===== src/rtl/card_number_luhn_classifier_assert.svh =====
// assertion macros shared by the card number classifier rtl
`ifndef CARD_NUMBER_LUHN_CLASSIFIER_ASSERT_SVH
`define CARD_NUMBER_LUHN_CLASSIFIER_ASSERT_SVH

// same-cycle implication, sampled on clk_i, off while rst_ni is low
`define CNLC_ASSERT_NOW(lbl, ante, cons) \
  lbl: assert property (@(posedge clk_i) disable iff (!rst_ni) (ante) |-> (cons)) \
    else $error("card classifier check failed");

// next-cycle implication, sampled on clk_i, off while rst_ni is low
`define CNLC_ASSERT_NEXT(lbl, ante, cons) \
  lbl: assert property (@(posedge clk_i) disable iff (!rst_ni) (ante) |=> (cons)) \
    else $error("card classifier check failed");

`endif


===== src/rtl/cnlc_pkg.sv =====
// types, constants and helper functions of the card number classifier
package cnlc_pkg;

  // binary input and decimal conversion
  localparam int BIN_W      = 54;
  localparam int DIGIT_W    = 4;
  localparam int DEC_DIGITS = 17;
  localparam int BCD_W      = DEC_DIGITS * DIGIT_W;
  localparam int STAGE_BITS = 6;
  localparam int NUM_DABBLE = BIN_W / STAGE_BITS;

  // luhn sum over the lowest digits
  localparam int MAX_DIGITS  = 16;
  localparam int LUHN_DIGITS = (MAX_DIGITS < DEC_DIGITS) ? MAX_DIGITS : DEC_DIGITS;
  localparam int NUM_PAIRS   = (LUHN_DIGITS + 1) / 2;
  localparam int PAD_W       = NUM_PAIRS * 2 * DIGIT_W;
  localparam int PAIR_W      = 5;
  localparam int MAX_SUM     = NUM_PAIRS * 18;
  localparam int SUM_W       = $clog2(MAX_SUM + 1);
  localparam int CNT_W       = 5;

  // length and prefix rules
  localparam logic [CNT_W-1:0]   LEN_MIN   = CNT_W'(13);
  localparam logic [CNT_W-1:0]   LEN_MAX   = CNT_W'(16);
  localparam logic [CNT_W-1:0]   LEN_3X    = CNT_W'(15);
  localparam logic [CNT_W-1:0]   LEN_5X    = CNT_W'(16);
  localparam logic [DIGIT_W-1:0] LEAD_3    = 4'd3;
  localparam logic [DIGIT_W-1:0] SEC_4     = 4'd4;
  localparam logic [DIGIT_W-1:0] SEC_7     = 4'd7;
  localparam logic [DIGIT_W-1:0] LEAD_4    = 4'd4;
  localparam logic [DIGIT_W-1:0] LEAD_5    = 4'd5;
  localparam logic [DIGIT_W-1:0] SEC_5X_LO = 4'd1;
  localparam logic [DIGIT_W-1:0] SEC_5X_HI = 4'd5;

  typedef enum logic [1:0] {
    CLASS_INVALID      = 2'd0,
    CLASS_PREFIX_34_37 = 2'd1,
    CLASS_LEAD_4       = 2'd2,
    CLASS_PREFIX_51_55 = 2'd3
  } card_class_e;

  // result of the digit scan stage
  typedef struct packed {
    logic [CNT_W-1:0]                  count;
    logic [DIGIT_W-1:0]                lead;
    logic [DIGIT_W-1:0]                second;
    logic [NUM_PAIRS-1:0][PAIR_W-1:0]  pair_sum;
  } scan_t;

  // doubled digit with its two digits added
  function automatic logic [DIGIT_W-1:0] luhn_double(logic [DIGIT_W-1:0] d);
    logic [DIGIT_W:0] t;
    t = {d, 1'b0};
    if (t > 5'd9) begin
      t = t - 5'd9;
    end
    return t[DIGIT_W-1:0];
  endfunction

  // true when the luhn sum is a multiple of ten
  function automatic logic is_mult10(logic [SUM_W-1:0] s);
    logic hit;
    hit = 1'b0;
    for (int k = 0; k <= MAX_SUM / 10; k++) begin
      if (s == SUM_W'(k * 10)) begin
        hit = 1'b1;
      end
    end
    return hit;
  endfunction

endpackage


===== src/rtl/cnlc_if.sv =====
// handshake interfaces for card numbers in and classification results out
interface cnlc_in_if import cnlc_pkg::*; ();
  logic             valid;
  logic             ready;
  logic [BIN_W-1:0] card_number;

  modport source (output valid, output card_number, input ready);
  modport sink   (input valid, input card_number, output ready);
endinterface

interface cnlc_out_if import cnlc_pkg::*; ();
  logic             valid;
  logic             ready;
  logic [1:0]       card_class;
  logic [CNT_W-1:0] digit_count;
  logic             checksum_ok;

  modport source (output valid, output card_class, output digit_count, output checksum_ok,
                  input ready);
  modport sink   (input valid, input card_class, input digit_count, input checksum_ok,
                  output ready);
endinterface


===== src/rtl/card_number_luhn_classifier.sv =====
// Card number classifier: binary to decimal, length and prefix class, Luhn check.
// Pipeline: an accepted card number passes through nine conversion stages of six bits
// each, one digit scan stage and one result stage, each of them registered.
// Throughput: one card number per cycle; each stage holds under back-pressure and
// empty stages still take new transactions.
// Reset: rst_ni clears every stage's valid bit asynchronously; data is not reset.
`include "card_number_luhn_classifier_assert.svh"

module card_number_luhn_classifier import cnlc_pkg::*; (
  input  logic               clk_i,
  input  logic               rst_ni,
  cnlc_in_if.sink            in_if,
  cnlc_out_if.source         out_if
);

  logic             dab_valid [NUM_DABBLE+1];
  logic             dab_ready [NUM_DABBLE+1];
  logic [BIN_W-1:0] dab_bin   [NUM_DABBLE+1];
  logic [BCD_W-1:0] dab_bcd   [NUM_DABBLE+1];
  logic             scan_valid;
  logic             scan_ready;
  scan_t            scan;

  // conversion chain entry
  assign dab_valid[0] = in_if.valid;
  assign dab_bin[0]   = in_if.card_number;
  assign dab_bcd[0]   = '0;
  assign in_if.ready  = dab_ready[0];

  // binary to bcd pipeline
  for (genvar k = 0; k < NUM_DABBLE; k++) begin : g_dabble
    cnlc_dabble_stage u_stage (
      .clk_i   (clk_i),
      .rst_ni  (rst_ni),
      .valid_i (dab_valid[k]),
      .ready_o (dab_ready[k]),
      .bin_i   (dab_bin[k]),
      .bcd_i   (dab_bcd[k]),
      .valid_o (dab_valid[k+1]),
      .ready_i (dab_ready[k+1]),
      .bin_o   (dab_bin[k+1]),
      .bcd_o   (dab_bcd[k+1])
    );
  end

  // digit scan
  cnlc_digit_scan u_scan (
    .clk_i   (clk_i),
    .rst_ni  (rst_ni),
    .valid_i (dab_valid[NUM_DABBLE]),
    .ready_o (dab_ready[NUM_DABBLE]),
    .bcd_i   (dab_bcd[NUM_DABBLE]),
    .valid_o (scan_valid),
    .ready_i (scan_ready),
    .scan_o  (scan)
  );

  // checksum, classification and output register
  cnlc_classify u_classify (
    .clk_i         (clk_i),
    .rst_ni        (rst_ni),
    .valid_i       (scan_valid),
    .ready_o       (scan_ready),
    .scan_i        (scan),
    .valid_o       (out_if.valid),
    .ready_i       (out_if.ready),
    .card_class_o  (out_if.card_class),
    .digit_count_o (out_if.digit_count),
    .checksum_ok_o (out_if.checksum_ok)
  );

  // an accepted card number occupies the first stage on the next cycle
  `CNLC_ASSERT_NEXT(a_accept_fills_first, in_if.valid && in_if.ready, dab_valid[1])
  // a reported class implies a passing checksum
  `CNLC_ASSERT_NOW(a_class_needs_ok, out_if.valid && out_if.card_class != CLASS_INVALID, out_if.checksum_ok)
  // a reported class implies a length between 13 and 16 digits
  `CNLC_ASSERT_NOW(a_class_len, out_if.valid && out_if.card_class != CLASS_INVALID, out_if.digit_count >= LEN_MIN && out_if.digit_count <= LEN_MAX)
  // the 34/37 class only ever comes with fifteen digits
  `CNLC_ASSERT_NOW(a_class_3x_len, out_if.valid && out_if.card_class == CLASS_PREFIX_34_37, out_if.digit_count == LEN_3X)

endmodule


===== src/rtl/cnlc_dabble_stage.sv =====
// one pipeline stage of the binary to bcd conversion, six bits per stage
module cnlc_dabble_stage import cnlc_pkg::*; (
  input  logic             clk_i,
  input  logic             rst_ni,
  input  logic             valid_i,
  output logic             ready_o,
  input  logic [BIN_W-1:0] bin_i,
  input  logic [BCD_W-1:0] bcd_i,
  output logic             valid_o,
  input  logic             ready_i,
  output logic [BIN_W-1:0] bin_o,
  output logic [BCD_W-1:0] bcd_o
);

  logic             valid_q;
  logic [BIN_W-1:0] bin_q, bin_d;
  logic [BCD_W-1:0] bcd_q, bcd_d;

  // stage moves when empty or when the next stage takes its transaction
  assign ready_o = !valid_q || ready_i;

  // shift-and-add-three over this stage's share of input bits
  always_comb begin
    bin_d = bin_i;
    bcd_d = bcd_i;
    for (int b = 0; b < STAGE_BITS; b++) begin
      for (int k = 0; k < DEC_DIGITS; k++) begin
        if (bcd_d[k*DIGIT_W +: DIGIT_W] >= 4'd5) begin
          bcd_d[k*DIGIT_W +: DIGIT_W] = bcd_d[k*DIGIT_W +: DIGIT_W] + 4'd3;
        end
      end
      bcd_d = {bcd_d[BCD_W-2:0], bin_d[BIN_W-1]};
      bin_d = {bin_d[BIN_W-2:0], 1'b0};
    end
  end

  // valid bit
  always_ff @(posedge clk_i or negedge rst_ni) begin
    if (!rst_ni) begin
      valid_q <= 1'b0;
    end else if (ready_o) begin
      valid_q <= valid_i;
    end
  end

  // payload
  always_ff @(posedge clk_i) begin
    if (ready_o && valid_i) begin
      bin_q <= bin_d;
      bcd_q <= bcd_d;
    end
  end

  assign valid_o = valid_q;
  assign bin_o   = bin_q;
  assign bcd_o   = bcd_q;

endmodule


===== src/rtl/cnlc_digit_scan.sv =====
// digit count, leading digits and paired luhn terms from the bcd digits
module cnlc_digit_scan import cnlc_pkg::*; (
  input  logic             clk_i,
  input  logic             rst_ni,
  input  logic             valid_i,
  output logic             ready_o,
  input  logic [BCD_W-1:0] bcd_i,
  output logic             valid_o,
  input  logic             ready_i,
  output scan_t            scan_o
);

  logic             valid_q;
  scan_t            scan_q, scan_d;
  logic [PAD_W-1:0] padded;

  assign ready_o = !valid_q || ready_i;
  assign padded  = PAD_W'(bcd_i);

  // highest non-zero digit sets the count, then pick the two leading digits
  always_comb begin
    scan_d = '0;
    for (int i = 0; i < DEC_DIGITS; i++) begin
      if (bcd_i[i*DIGIT_W +: DIGIT_W] != '0) begin
        scan_d.count = CNT_W'(i + 1);
      end
    end
    for (int i = 1; i < DEC_DIGITS; i++) begin
      if (scan_d.count == CNT_W'(i + 1)) begin
        scan_d.lead   = bcd_i[i*DIGIT_W +: DIGIT_W];
        scan_d.second = bcd_i[(i-1)*DIGIT_W +: DIGIT_W];
      end
    end
    // each pair: plain digit plus the doubled digit above it
    for (int j = 0; j < NUM_PAIRS; j++) begin
      scan_d.pair_sum[j] = PAIR_W'(padded[2*j*DIGIT_W +: DIGIT_W]);
      if (2 * j + 1 < LUHN_DIGITS) begin
        scan_d.pair_sum[j] = scan_d.pair_sum[j]
                           + PAIR_W'(luhn_double(padded[(2*j+1)*DIGIT_W +: DIGIT_W]));
      end
    end
  end

  // valid bit
  always_ff @(posedge clk_i or negedge rst_ni) begin
    if (!rst_ni) begin
      valid_q <= 1'b0;
    end else if (ready_o) begin
      valid_q <= valid_i;
    end
  end

  // payload
  always_ff @(posedge clk_i) begin
    if (ready_o && valid_i) begin
      scan_q <= scan_d;
    end
  end

  assign valid_o = valid_q;
  assign scan_o  = scan_q;

endmodule


===== src/rtl/cnlc_classify.sv =====
// luhn total, mod-10 test and prefix classification into the output register
module cnlc_classify import cnlc_pkg::*; (
  input  logic             clk_i,
  input  logic             rst_ni,
  input  logic             valid_i,
  output logic             ready_o,
  input  scan_t            scan_i,
  output logic             valid_o,
  input  logic             ready_i,
  output logic [1:0]       card_class_o,
  output logic [CNT_W-1:0] digit_count_o,
  output logic             checksum_ok_o
);

  logic             valid_q;
  card_class_e      class_q, class_d;
  logic [CNT_W-1:0] count_q;
  logic             ok_q, ok_d;
  logic [SUM_W-1:0] sum;
  logic             len_ok;

  assign ready_o = !valid_q || ready_i;

  // total of the pair terms and the checksum test
  always_comb begin
    sum = '0;
    for (int j = 0; j < NUM_PAIRS; j++) begin
      sum = sum + SUM_W'(scan_i.pair_sum[j]);
    end
    ok_d = is_mult10(sum);
  end

  assign len_ok = (scan_i.count >= LEN_MIN) && (scan_i.count <= LEN_MAX);

  // prefix rules, cleared by a failed checksum
  always_comb begin
    class_d = CLASS_INVALID;
    if (len_ok) begin
      if (scan_i.count == LEN_3X && scan_i.lead == LEAD_3 &&
          (scan_i.second == SEC_4 || scan_i.second == SEC_7)) begin
        class_d = CLASS_PREFIX_34_37;
      end else if (scan_i.lead == LEAD_4) begin
        class_d = CLASS_LEAD_4;
      end else if (scan_i.count == LEN_5X && scan_i.lead == LEAD_5 &&
                   scan_i.second inside {[SEC_5X_LO:SEC_5X_HI]}) begin
        class_d = CLASS_PREFIX_51_55;
      end
    end
    if (!ok_d) begin
      class_d = CLASS_INVALID;
    end
  end

  // valid bit
  always_ff @(posedge clk_i or negedge rst_ni) begin
    if (!rst_ni) begin
      valid_q <= 1'b0;
    end else if (ready_o) begin
      valid_q <= valid_i;
    end
  end

  // result register
  always_ff @(posedge clk_i) begin
    if (ready_o && valid_i) begin
      class_q <= class_d;
      count_q <= scan_i.count;
      ok_q    <= ok_d;
    end
  end

  assign valid_o       = valid_q;
  assign card_class_o  = class_q;
  assign digit_count_o = count_q;
  assign checksum_ok_o = ok_q;

endmodule


===== src/flat_wrapper.sv =====
// flat-port wrapper written by rule: the top's interface ports become plain ports
module card_number_luhn_classifier_flat import cnlc_pkg::*;
  (clk_i, rst_ni, in_if_valid, in_if_card_number, in_if_ready, out_if_valid, out_if_card_class, out_if_digit_count, out_if_checksum_ok, out_if_ready);
  cnlc_in_if in_if_i ();
  cnlc_out_if out_if_i ();
  input  logic clk_i;
  input  logic rst_ni;
  input wire logic [$bits(in_if_i.valid)-1:0] in_if_valid;
  input wire logic [$bits(in_if_i.card_number)-1:0] in_if_card_number;
  output wire logic [$bits(in_if_i.ready)-1:0] in_if_ready;
  output wire logic [$bits(out_if_i.valid)-1:0] out_if_valid;
  output wire logic [$bits(out_if_i.card_class)-1:0] out_if_card_class;
  output wire logic [$bits(out_if_i.digit_count)-1:0] out_if_digit_count;
  output wire logic [$bits(out_if_i.checksum_ok)-1:0] out_if_checksum_ok;
  input wire logic [$bits(out_if_i.ready)-1:0] out_if_ready;
  assign in_if_i.valid = in_if_valid;
  assign in_if_i.card_number = in_if_card_number;
  assign in_if_ready = in_if_i.ready;
  assign out_if_valid = out_if_i.valid;
  assign out_if_card_class = out_if_i.card_class;
  assign out_if_digit_count = out_if_i.digit_count;
  assign out_if_checksum_ok = out_if_i.checksum_ok;
  assign out_if_i.ready = out_if_ready;
  card_number_luhn_classifier u_core (.clk_i(clk_i), .rst_ni(rst_ni), .in_if(in_if_i), .out_if(out_if_i));
endmodule

===== config.mk =====
export PLATFORM = sky130hd
export DESIGN_NAME = card_number_luhn_classifier_flat
export DESIGN_NICKNAME = d
export VERILOG_FILES = /design/src/rtl/cnlc_pkg.sv /design/src/rtl/cnlc_if.sv /design/src/rtl/card_number_luhn_classifier.sv /design/src/rtl/cnlc_dabble_stage.sv /design/src/rtl/cnlc_digit_scan.sv /design/src/rtl/cnlc_classify.sv /design/src/flat_wrapper.sv
export VERILOG_INCLUDE_DIRS = /design/src /design/src/rtl
export SDC_FILE = /design/constraint.sdc
export NUM_CORES = 2
export LEC_CHECK = 0
export ABC_CLOCK_PERIOD_IN_PS = 13200
export BUFFER_PORTS_ARGS = -buffer_cell sky130_fd_sc_hd__buf_2
export CAP_MARGIN = 20
export CORE_AREA = 2 2 418 420
export DETAILED_ROUTE_END_ITERATION = 12
export DIE_AREA = 0 0 420 422
export PLACE_DENSITY_LB_ADDON = 0.25
export SLEW_MARGIN = 20
export SYNTH_ARGS = -nofsm -noshare
export SYNTH_HDL_FRONTEND = slang
export SYNTH_SLANG_ARGS = --single-unit

===== constraint.sdc =====
create_clock -name clk_i -period 13.2 [get_ports clk_i]
set_input_delay 2.64 -clock clk_i [delete_from_list [all_inputs] [get_ports clk_i]]
set_output_delay 2.64 -clock clk_i [all_outputs]
set_load 0.1 [all_outputs]

==> metrics.md <==
| Metric | Value |
|---|---|
| RSZ-0062 raised after global routing | no |
| Sum of negative setup slack | 0 ns |
| CTS max path bufs | 3 |
| Worst-Margin Slew | 0.971 ns |
| Dominant cell type by area after synthesis | edfxtp_1 |
| Worst Skew | 0.0552 ns |
| CTS tree | built |
| Drt wl/cell | 13.1 um |
| Most frequent cell after synthesis | inv_1 |
| Die width | 420 um |
| Critical-path maximum fanout | 5 |
| Postcts setup bufs | 0 |
| Utilization after layout | 47.1% |
| Die H | 422 um |
| Cell Area, Synth | 0.0756 mm2 |
| PortBufs | 67 |
| 1st-pass router iterations | 6 |
| CTS clk-pin slew, worst paths | around 0.06 ns |
| Initial Util | a little over two fifths |
| Synth area leaders | edfxtp_1 (25%), ha_1 (16%), mux2i_1 (8.3%), inv_1 (5.1%), xnor2_1 (4.7%) |
| Row cnt | 153 |
| Largest net degree at the start of global routing | 70 |
| Root Driver | clkbuf_16 |
| Setup Viol. Count Final | 0 |
| Critical Path Start Type | primary input |
| Number of synthesized flops with an enable pin | between 600 and 700 |
| # IOs | 68 |
| DRC Markers | 0 |
| Critical path class | primary input to output port |
| P&R area growth vs syn | 7.83% |
| Crit-path cells | buf_2 > nor2b_1 > nand3_1 > nor2_1 > nand3_1 > nor2_1 > nand4_1 > buf_2 |
| Ys async rst share | 1.73% |
| Synth Flop Type | edfxtp_1 |
| Worst Setup End Kind | output port |
| Vias in the first global route | 57313 |
| First-pass GRT wire length | 250 mm |
| #FFs+latches synth | between 600 and 700 |
| Post-synth top cells | inv_1 (1030), ha_1 (988), edfxtp_1 (625), mux2i_1 (623), nor2_1 (518) |
| Hold buffers post-CTS | 0 |
| Clock Latency Late Sink | 0.71 ns |
| Crit path buf inv count | 2 |
| Htree depth | 3 |
| Worst EP arrival | 5.31 ns |
| Initial antenna violation count | 2 |
| Sink Count | 636 |
| Fin crit share | ~60% |
| Layout cell share with drive strength beyond 1 | 7.73% |
| Number of max-cap violations | 0 |
| Part of the Yosys area used for sequential elements | 25.2% |
| Post-Syn Area per Cell | between 8 and 9 um2 |
| Post-synthesis cell count | 8459 |
| Cts bufs inserted | 81 |
| Post_cts resized | 0 |
| Flop2flop setup slack | 5.44 ns |
| Crit-path slowest cell | nor2_1 |
| Relative slew slack | about a third |
| Core area | 0.173 mm2 |
| Iter 0 DRT Violations | 2257 |
| Unique masters post-synth | ~110 |
| Syn Nets | 9542 |
| Crit path time final | between 7 and 8 ns |
| Vias | roughly 59000 |
| Biggest cell delay along the critical path | 0.53 ns |
| Status | complete, no violations |
| All-Layer GR Usage | 15.9% |
| Vias per cell | 5.35 |
| WP data required | ~11 ns |
| Die ar. | about 0.18 mm2 |
| Hold Violations, Final | 0 |
| Final wirelength | 144 mm |
| Fmax | approximately 130 MHz |
| DP HPWL | 115 mm |
| DRT antenna net count | 0 |
| PnR worst setup slack | 5.25 ns |
| Largest delay share family, worst path | simple AND/OR/NAND/NOR gates |
| Final nets | 9668 |
| Grt total ovfl | 0 |
| Fill count | 16303 |
| Max Slew Vio Count | 0 |
| Synth warn | 0 |
| Synth top area share | 24.8% |
| HP Class | register to register |
| Placer Congestion | 0.912 |
| Post-Place Setup Slack | 5.27 ns |
flip-flops by register name, indices dropped and copies added (netlist names):
name,count
u_core.u_scan.valid_o,1
u_core.g_dabble.u_stage.bin_o,216
u_core.u_classify.digit_count_o,5
u_core.g_dabble.u_stage.bcd_o,348
u_core.g_dabble.u_stage.valid_o,9
u_core.u_classify.checksum_ok_o,1
u_core.u_scan.scan_o,53
u_core.u_classify.valid_o,1
u_core.u_classify.card_class_o,2
final timing paths:
| path | endpoint | startpoint | depth (start not counted) |
|---|---|---|---|
| setup / recovery | in_if_ready | out_if_ready | 8 |
| hold / removal | u_core.g_dabble[1].u_stage.bin_o[49] | u_core.g_dabble[0].u_stage.bin_o[43] | 0 |
| setup reg to reg | u_core.g_dabble[7].u_stage.bcd_o[10] | u_core.g_dabble[6].u_stage.bcd_o[0] | 33 |
| hold reg to reg | u_core.g_dabble[1].u_stage.bin_o[49] | u_core.g_dabble[0].u_stage.bin_o[43] | 0 |
| max in group asynchronous | u_core.g_dabble[5].u_stage.valid_o | rst_ni | 1 |
| min in group asynchronous | u_core.u_classify.valid_o | rst_ni | 1 |
layer usage:
metal  wire (um)  track usage [%]  vias up
li1            -                -    30570
met4        2890             3.85        0
met5           0                0        -
met3        3030             1.88      168
met1       63100             18.2    27502
met2       74600             31.0      468
placed cells by master, fill, tap and decap left out, drive strengths merged, types with 53 or more instances in the layout:
master and instances:
o21a 134, a21boi 96, mux2i 630, a21oi 517, nor2 518, o211ai 80, nand3 90, a211oi 86
o21ai 455, a31oi 53, xor2 64, nor3 148, xnor2 404, buf 81, nand2 458, a21o 144
ha 988, nand2b 395, nor3b 92, mux2 292, and2 70, clkbuf 102, nor2b 239, edfxtp 625
inv 1049
worst reg2reg max path: cells and delay by family, from the launching register on:
kind / cells / cell delay, ns
xor+xnor: 2 / 0.53
compound gates: 8 / 2.44
simple gates: 11 / 1.98
buf+inv: 4 / 0.43
fa+ha+maj: 6 / 1.30
flops: 1 / 0.44
mux: 2 / 0.34
layout make-up:
class | instances | area (um2) | area share [%]
Clock buffer | 102 | 2150 | 2.64
Sequential cell | 636 | 19000 | 23.4
Multi-Input combinational cell | 6742 | 52500 | 64.4
Timing Repair Buffer | 81 | 440 | 0.541
Clock inverter | 48 | 536 | 0.657
Antenna cell | 2 | 5.00 | 0.00614
Tap cell | 2325 | 2910 | 3.57
Inverter | 1043 | 3920 | 4.81
stage by stage:
stage	hold WS (ns)	instance area [um2]	instances
finish	0.395	81500	10979
global route	0.399	81500	10979
CTS	0.390	81500	10977
detailed placement	0.405	78800	10827
global placement	0.401	78800	10827
floorplan	0.400	75600	8459
cell families after synthesis:
kind of cell	Yosys count	share of synthesized area (%)
simple gates	2227	15.2
xor+xnor	468	5.46
mux	922	12.8
flops	636	25.2
buf+inv	1081	5.40
fa+ha+maj	1025	17.3
compound gates	2100	18.7
Power is not shown: default switching activity piles up to over one toggle a cycle in this logic, so the estimate is an artifact.
